$ cat src/rtl/wifi_data_frame_deframer_top_defines.svh
// Assertion macros for the 802.11 data frame deframer.
// Used by the top level only; the bodies are empty when SYNTH is defined.
`ifndef WIFI_DATA_FRAME_DEFRAMER_TOP_DEFINES_SVH
`define WIFI_DATA_FRAME_DEFRAMER_TOP_DEFINES_SVH

`ifndef SYNTH
`define WDF_ASSERT_IMPLIES(lbl, clk, rstn, ante, cons) \
  lbl: assert property (@(posedge clk) disable iff (!rstn) (ante) |-> (cons)) \
    else $error("deframer assertion failed");
`define WDF_ASSERT_NEXT(lbl, clk, rstn, ante, cons) \
  lbl: assert property (@(posedge clk) disable iff (!rstn) (ante) |=> (cons)) \
    else $error("deframer assertion failed");
`else
`define WDF_ASSERT_IMPLIES(lbl, clk, rstn, ante, cons)
`define WDF_ASSERT_NEXT(lbl, clk, rstn, ante, cons)
`endif

`endif

$ cat src/rtl/wdf_pkg.sv
// Shared types and constants of the 802.11 data frame deframer.
// No dependencies; used by every module of the block.
`default_nettype none

package wdf_pkg;

  typedef logic [4:0]  pos_t;
  typedef logic [7:0]  byte_t;
  typedef logic [47:0] bssid_t;

  localparam pos_t PlainHdrLen = 5'd24;
  localparam pos_t QosHdrLen   = 5'd26;

  localparam pos_t DaFirst    = 5'd4;
  localparam pos_t DaLast     = 5'd9;
  localparam pos_t BssidFirst = 5'd16;
  localparam pos_t BssidLast  = 5'd21;

  localparam byte_t TypeMask     = 8'h0C;
  localparam byte_t TypeData     = 8'h08;
  localparam byte_t SubtypeMask  = 8'hF0;
  localparam byte_t SubtypeQos   = 8'h80;
  localparam byte_t SubtypePlain = 8'h00;
  localparam byte_t BcastByte    = 8'hFF;

  typedef struct packed {
    byte_t payload_byte;
    logic  payload_valid;
    logic  frame_done;
    logic  accepted;
  } result_t;

endpackage

`default_nettype wire

$ cat src/rtl/wdf_in_stage.sv
// Input register of the deframer with its stall logic.
// Uses wdf_pkg for the byte type.
`default_nettype none

module wdf_in_stage (
  input  wire logic          clk_i,
  input  wire logic          rst_ni,
  input  wire logic          in_valid_i,
  output logic               in_stall_o,
  input  wire wdf_pkg::byte_t frame_byte_i,
  input  wire logic          frame_end_i,
  input  wire logic          advance_i,
  output logic               valid_o,
  output wdf_pkg::byte_t     frame_byte_o,
  output logic               frame_end_o
);

  logic           valid_q, valid_d;
  logic           load;
  wdf_pkg::byte_t byte_q;
  logic           end_q;

  assign in_stall_o = valid_q && !advance_i;
  assign load       = in_valid_i && !in_stall_o;
  assign valid_d    = load || (valid_q && !advance_i);

  always_ff @(posedge clk_i or negedge rst_ni) begin
    if (!rst_ni) begin
      valid_q <= 1'b0;
    end else begin
      valid_q <= valid_d;
    end
  end

  always_ff @(posedge clk_i) begin
    if (load) begin
      byte_q <= frame_byte_i;
      end_q  <= frame_end_i;
    end
  end

  assign valid_o      = valid_q;
  assign frame_byte_o = byte_q;
  assign frame_end_o  = end_q;

endmodule

`default_nettype wire

$ cat src/rtl/wdf_parse.sv
// Header checker and payload strip: frame state and the per-byte decision.
// Uses wdf_pkg for constants and the result type.
`default_nettype none

module wdf_parse (
  input  wire logic            clk_i,
  input  wire logic            rst_ni,
  input  wire wdf_pkg::bssid_t bssid_i,
  input  wire wdf_pkg::byte_t  frame_byte_i,
  input  wire logic            frame_end_i,
  input  wire logic            advance_i,
  output wdf_pkg::result_t     res_o,
  output logic                 has_result_o
);

  wdf_pkg::pos_t pos_q, pos_d;
  logic          qos_q, qos_d;
  logic          rej_q, rej_d;

  logic          first_byte;
  logic          type_ok;
  logic          sub_qos;
  logic          sub_plain;
  logic          qos_n;
  logic          rej_first;
  wdf_pkg::pos_t hdr_len;
  logic          is_payload;
  logic          in_da;
  logic          in_bssid;
  wdf_pkg::pos_t bssid_sel;
  logic [5:0]    bssid_amt;
  wdf_pkg::bssid_t bssid_shift;
  logic          hdr_fail;
  logic          rej_n;
  logic          emit;
  logic          hdr_done;

  assign first_byte = (pos_q == '0);
  assign type_ok    = (frame_byte_i & wdf_pkg::TypeMask) == wdf_pkg::TypeData;
  assign sub_qos    = (frame_byte_i & wdf_pkg::SubtypeMask) == wdf_pkg::SubtypeQos;
  assign sub_plain  = (frame_byte_i & wdf_pkg::SubtypeMask) == wdf_pkg::SubtypePlain;

  assign qos_n     = qos_q || (first_byte && type_ok && sub_qos);
  assign rej_first = first_byte && (!type_ok || (!sub_qos && !sub_plain));

  assign hdr_len    = qos_n ? wdf_pkg::QosHdrLen : wdf_pkg::PlainHdrLen;
  assign is_payload = (pos_q >= hdr_len);

  assign in_da     = (pos_q >= wdf_pkg::DaFirst) && (pos_q <= wdf_pkg::DaLast);
  assign in_bssid  = (pos_q >= wdf_pkg::BssidFirst) && (pos_q <= wdf_pkg::BssidLast);
  assign bssid_sel = wdf_pkg::BssidLast - pos_q;
  assign bssid_amt = {bssid_sel[2:0], 3'b000};
  assign bssid_shift = bssid_i >> bssid_amt;

  always_comb begin
    hdr_fail = 1'b0;
    if (!is_payload && !first_byte) begin
      if (in_da) begin
        hdr_fail = (frame_byte_i != wdf_pkg::BcastByte);
      end else if (in_bssid) begin
        hdr_fail = (bssid_shift[7:0] != frame_byte_i);
      end
    end
  end

  assign rej_n    = rej_q || rej_first || hdr_fail;
  assign emit     = is_payload && !rej_n;
  assign hdr_done = ({1'b0, pos_q} + 6'd1) >= {1'b0, hdr_len};

  always_comb begin
    res_o.payload_byte  = emit ? frame_byte_i : '0;
    res_o.payload_valid = emit;
    res_o.frame_done    = frame_end_i;
    res_o.accepted      = frame_end_i && !rej_n && hdr_done;
  end

  assign has_result_o = frame_end_i || emit;

  always_comb begin
    pos_d = pos_q;
    qos_d = qos_q;
    rej_d = rej_q;
    if (advance_i) begin
      if (frame_end_i) begin
        pos_d = '0;
        qos_d = 1'b0;
        rej_d = 1'b0;
      end else begin
        pos_d = (pos_q < wdf_pkg::QosHdrLen) ? pos_q + 5'd1 : pos_q;
        qos_d = qos_n;
        rej_d = rej_n;
      end
    end
  end

  always_ff @(posedge clk_i or negedge rst_ni) begin
    if (!rst_ni) begin
      pos_q <= '0;
      qos_q <= 1'b0;
      rej_q <= 1'b0;
    end else begin
      pos_q <= pos_d;
      qos_q <= qos_d;
      rej_q <= rej_d;
    end
  end

endmodule

`default_nettype wire

$ cat src/rtl/wifi_data_frame_deframer_top.sv
// Top level of the 802.11 data frame deframer: BSSID register and result register.
// Instantiates wdf_in_stage and wdf_parse; uses wdf_pkg and the assertion macros.
`default_nettype none

`include "wifi_data_frame_deframer_top_defines.svh"

// The deframer takes one MPDU byte per transfer and sustains one byte per
// cycle while the output is not stalled. Each byte is captured in an input
// register, checked and classified combinationally against the frame state,
// and its result, if any, is held in an output register. Header bytes that
// are not final give no result; payload bytes of an accepted frame and every
// final byte give one. The BSSID register should only be written while no
// frame byte is in flight.
module wifi_data_frame_deframer_top (
  input  wire logic        clk_i,
  input  wire logic        rst_ni,
  input  wire logic        cfg_we_i,
  input  wire logic [47:0] bssid_i,
  input  wire logic        in_valid_i,
  output logic             in_stall_o,
  input  wire logic [7:0]  frame_byte_i,
  input  wire logic        frame_end_i,
  output logic             out_valid_o,
  input  wire logic        out_stall_i,
  output logic [7:0]       payload_byte_o,
  output logic             payload_valid_o,
  output logic             frame_done_o,
  output logic             accepted_o
);

  wdf_pkg::bssid_t  bssid_q;
  logic             s1_valid;
  wdf_pkg::byte_t   s1_byte;
  logic             s1_end;
  logic             advance;
  logic             out_ready;
  logic             has_result;
  wdf_pkg::result_t res;
  logic             out_load;
  logic             out_valid_q, out_valid_d;
  wdf_pkg::result_t res_q;

  always_ff @(posedge clk_i or negedge rst_ni) begin
    if (!rst_ni) begin
      bssid_q <= '0;
    end else if (cfg_we_i) begin
      bssid_q <= bssid_i;
    end
  end

  assign out_ready = !out_valid_q || !out_stall_i;
  assign advance   = s1_valid && (!has_result || out_ready);
  assign out_load  = advance && has_result;
  assign out_valid_d = out_load || (out_valid_q && out_stall_i);

  wdf_in_stage u_in_stage (
    .clk_i        (clk_i),
    .rst_ni       (rst_ni),
    .in_valid_i   (in_valid_i),
    .in_stall_o   (in_stall_o),
    .frame_byte_i (frame_byte_i),
    .frame_end_i  (frame_end_i),
    .advance_i    (advance),
    .valid_o      (s1_valid),
    .frame_byte_o (s1_byte),
    .frame_end_o  (s1_end)
  );

  wdf_parse u_parse (
    .clk_i        (clk_i),
    .rst_ni       (rst_ni),
    .bssid_i      (bssid_q),
    .frame_byte_i (s1_byte),
    .frame_end_i  (s1_end),
    .advance_i    (advance),
    .res_o        (res),
    .has_result_o (has_result)
  );

  always_ff @(posedge clk_i or negedge rst_ni) begin
    if (!rst_ni) begin
      out_valid_q <= 1'b0;
    end else begin
      out_valid_q <= out_valid_d;
    end
  end

  always_ff @(posedge clk_i) begin
    if (out_load) begin
      res_q <= res;
    end
  end

  assign out_valid_o     = out_valid_q;
  assign payload_byte_o  = res_q.payload_byte;
  assign payload_valid_o = res_q.payload_valid;
  assign frame_done_o    = res_q.frame_done;
  assign accepted_o      = res_q.accepted;

  `WDF_ASSERT_IMPLIES(a_mid_result_is_payload, clk_i, rst_ni,
    out_valid_q && !res_q.frame_done, res_q.payload_valid)
  `WDF_ASSERT_IMPLIES(a_verdict_only_at_end, clk_i, rst_ni,
    out_valid_q && res_q.accepted, res_q.frame_done)
  `WDF_ASSERT_IMPLIES(a_stall_only_when_full, clk_i, rst_ni,
    in_stall_o, s1_valid && has_result && out_valid_q && out_stall_i)
  `WDF_ASSERT_NEXT(a_result_loaded, clk_i, rst_ni,
    out_load, out_valid_q)

endmodule

`default_nettype wire
$ cat config.mk
export PLATFORM = sky130hd
export DESIGN_NAME = wifi_data_frame_deframer_top
export DESIGN_NICKNAME = d
export VERILOG_FILES = /design/src/rtl/wdf_pkg.sv /design/src/rtl/wdf_in_stage.sv /design/src/rtl/wdf_parse.sv /design/src/rtl/wifi_data_frame_deframer_top.sv
export VERILOG_INCLUDE_DIRS = /design/src /design/src/rtl
export SDC_FILE = /design/constraint.sdc
export NUM_CORES = 1
export LEC_CHECK = 0
export BUFFER_PORTS_ARGS = -buffer_cell sky130_fd_sc_hd__buf_2
export CAP_MARGIN = 20
export CORE_AREA = 2 2 91 93
export CTS_CLUSTER_SIZE = 25
export DETAILED_ROUTE_END_ITERATION = 10
export DIE_AREA = 0 0 93 95
export GPL_TIMING_DRIVEN = 0
export PLACE_DENSITY = 0.75
export SLEW_MARGIN = 30
export SYNTH_ARGS = -nofsm -noshare
export SYNTH_HDL_FRONTEND = slang
export SYNTH_HIERARCHICAL = 1
export SYNTH_SLANG_ARGS = --single-unit
$ cat constraint.sdc
create_clock -name clk_i -period 3.71 [get_ports clk_i]
set_input_delay 0.371 -clock clk_i [delete_from_list [all_inputs] [get_ports clk_i]]
set_output_delay 0.371 -clock clk_i [all_outputs]
set_load 0.01 [all_outputs]
==> impl_metrics.json <==
{
  "skew_ns": 0.00966,
  "route.detailed.drc": 0,
  "antenna_found_initial": 0,
  "fin_crit_sh": 0.949,
  "cts.path.max_buffers": 2,
  "cts_tree": "built",
  "worstPathArrival_ns": 3.15,
  "power_density_nw_per_um2": 483,
  "placed_cell_area_sq_um": 4360,
  "drive_gt1_frac": 0.465,
  "hp-class": "input port to async pin",
  "drv_cap": 0,
  "antenna_left": 0,
  "dp_cells": 456,
  "grt_pass1_wl_mm": 12.7,
  "ys_ff_latch": 77,
  "yosysUniqueCellTypes": 51,
  "synthesis.nets": 349,
  "max_freq_ghz": 0.284,
  "dr.pass1.iters": 4,
  "ff2ff_path_depth": 18,
  "clock_latency_ns": 0.36,
  "die-width_um": 93,
  "root_buffer": "clkbuf_8",
  "synth_seq_area_share": 0.525,
  "final_hold_viol_count": 0,
  "ios": 75,
  "antenna_cells": 0,
  "cp_common_cell": "inv_1",
  "cts_buffers": 9,
  "grt-ovfl-total": 0,
  "ys_warn_count": 6,
  "area_growth_pct": 20.8,
  "clk_pin_slew_ns": 0.08,
  "route.vias.total": 2542,
  "maxSlewViolCount": 0,
  "critPathMaxStageDelay_ns": 0.42,
  "viasPerCell": 5.31,
  "async_reset_ff_frac": 0.740,
  "path_class": "register to output port",
  "worstMarginPinSlew_ns": 0.720,
  "synth.area.top_cells": "dfrtp_1, edfxtp_1, mux2_2",
  "grt_max_degree": 58,
  "final_area_sq_um": 4660,
  "slew_headroom": 0.520,
  "syn_area_per_cell_sq_um": 13.9,
  "crit_path_start_kind": "register",
  "crit_required_ns": 3.34,
  "synth_ff_type": "dfrtp_1",
  "leakagePower_nw": 2.08,
  "drt-initial-drc-count": 126,
  "routed_wl_mm": 7.84,
  "core_sq_um": 7930,
  "rows": 33,
  "synthCells": 278,
  "slowest_stage": "dfrtp_1",
  "fin_cells": 479,
  "grt_pass1_vias": 2553,
  "cts.htree.levels": 3,
  "status": "complete, no violations",
  "routedWlPerCell_um": 16.4,
  "dp_hpwl_mm": 5.71,
  "gp_congestion": 0.792,
  "die-area_sq_um": 8840,
  "placement.io_buffers": 73,
  "gr-usage-all-layers": 0.189,
  "initial_utilization": 0.487,
  "worstSetupEndpointType": "output port",
  "crit_path_max_fanout": 10,
  "die_y_um": 95,
  "synth_edf_count": 20,
  "synthesis.area_sq_um": 3860,
  "synth_largest_area_cell": "dfrtp_1",
  "irDropWorstVdd_mv": 0.275,
  "fin_crit_ns": 3.52,
  "synth_top_area_share": 0.370,
  "cts_sinks": 77,
  "path_cells": "buf_8, buf_12, inv_1, ha_2, nor4b_4, a31oi_1, inv_1, ha_1, a211oi_2, nor4_4, or2_4, a31oi_4, nand2b_4, inv_1, buf_2",
  "setup_viol": 0,
  "fill_cells": 660,
  "finalNetCount": 440
}
[cell usage after synthesis, drive strengths merged (2+ instances only)]
cell      n
a211oi    2
a21oi     7
a31oi     2
and2     10
buf      10
clkbuf    4
dfrtp    57
edfxtp   20
ha        9
inv      10
mux2     49
mux2i    11
mux4      6
nand2    15
nand2b    6
nand4     4
nor2      8
nor4      2
o21ai    10
o2bb2ai   4
o31ai     3
xnor2     7
xor2      4
[timing repair]
action	CTS	global route
endpoints found under the hold margin	0	0
pin swaps	3	4
gates resized for setup	8	6
setup buffers	1	7
setup endpoints to repair	27	6
hold buffers	0	0
[cells by family (layout without fill, tap and decap cells)]
family | Yosys count | count (layout) | synth area share
simple gates | 51 | 51 | 0.0772
buf+inv | 25 | 121 | 0.0396
flops | 77 | 77 | 0.525
mux | 66 | 66 | 0.229
xor+xnor | 11 | 11 | 0.0250
compound gates | 39 | 39 | 0.0746
fa+ha+maj | 9 | 9 | 0.0292
[path summary, 6_finish.rpt]
check | from | endpoint | slack (ns)
max in group asynchronous | rst_ni | bssid_q[0] | 3.16
setup / recovery | u_parse/pos_q[0] | in_stall_o | 0.19
setup reg to reg | u_parse/pos_q[0] | u_parse/pos_q[4] | 0.31
hold reg to reg | bssid_q[1] | bssid_q[1] | 0.50
hold / removal | rst_ni | u_parse/qos_q | 0.06
min in group clk_i | frame_byte_i[7] | u_in_stage/frame_byte_o[7] | 0.18
[through the flow]
stage | setup WS [ns] | setup TNS [ns] | util | hold slack (ns) | total power [mW]
finish | 0.189 | 0 | 0.588 | 0.0648 | 2.25
floorplan | 0.217 | 0 | - | 0.0754 | 1.42
global placement | -0.331 | -5.29 | 0.549 | 0.483 | 1.57
global route | -0.0119 | -0.0119 | 0.588 | 0.111 | 2.36
detailed placement | -0.410 | -7.13 | 0.550 | 0.471 | 1.59
CTS | -0.0196 | -0.0196 | 0.579 | 0.0954 | 2.22
[cell usage in the layout, fill, tap and decap left out, types with 2 or more instances in the layout]
cell type / instances
edfxtp_1: 20
o21ai_0: 9
o31ai_1: 3
and2_1: 9
mux4_1: 3
buf_4: 11
clkbuf_8: 9
buf_2: 74
nor2_1: 8
inv_1: 10
nand2_1: 15
clkbuf_2: 2
a21oi_1: 6
mux4_2: 3
xnor2_1: 7
ha_1: 8
buf_6: 3
nand4_1: 4
mux2_4: 20
o2bb2ai_1: 4
mux2_2: 29
clkinv_2: 2
nand2b_1: 5
clkinvlp_4: 2
dfrtp_1: 57
xor2_1: 4
clkbuf_1: 3
mux2i_1: 11
[final cells by class]
type                    instances  area (sq um)  area share
well taps                     105           131      0.0282
multi-input cells             176          1730       0.370
clock inverters                 6          63.8      0.0137
flip-flops and latches         77          2030       0.435
inverters                      11          43.8     0.00940
repair buffers                 81           428      0.0919
clock buffers                  10           128      0.0274
plain buffers                  13           111      0.0239
[metal layers]
metal	up-vias	track usage	share of wire
li1	1187	-	-
met1	1266	0.245	0.43
met2	69	0.309	0.49
met3	20	0.0391	0.048
met4	0	0.0846	0.024
met5	-	0	0
[registers in the layout, summed over array words and instances (netlist names)]
name                     cells
u_in_stage/frame_end_o       1
u_parse/rej_q                1
payload_byte_o               8
u_in_stage/frame_byte_o      8
u_parse/pos_q                5
frame_done_o                 1
u_parse/qos_q                1
out_valid_o                  1
bssid_q                     48
u_in_stage/valid_o           1
payload_valid_o              1
accepted_o                   1
[where the power goes]
group	internal [mW]	total, mW	switching [mW]
clock network	0.311	0.627	0.317
logic	0.314	0.605	0.291
registers	0.953	1.02	0.0629
total	1.58	2.25	0.670
[critical path, delay by kind of cell (launching register included)]
kind / cells / cell delay [ns]
simple gates: 4 / 0.71
fa+ha+maj: 2 / 0.43
compound gates: 3 / 0.56
buf+inv: 6 / 0.69
flops: 1 / 0.42
Power figures use the tool's default switching activity.
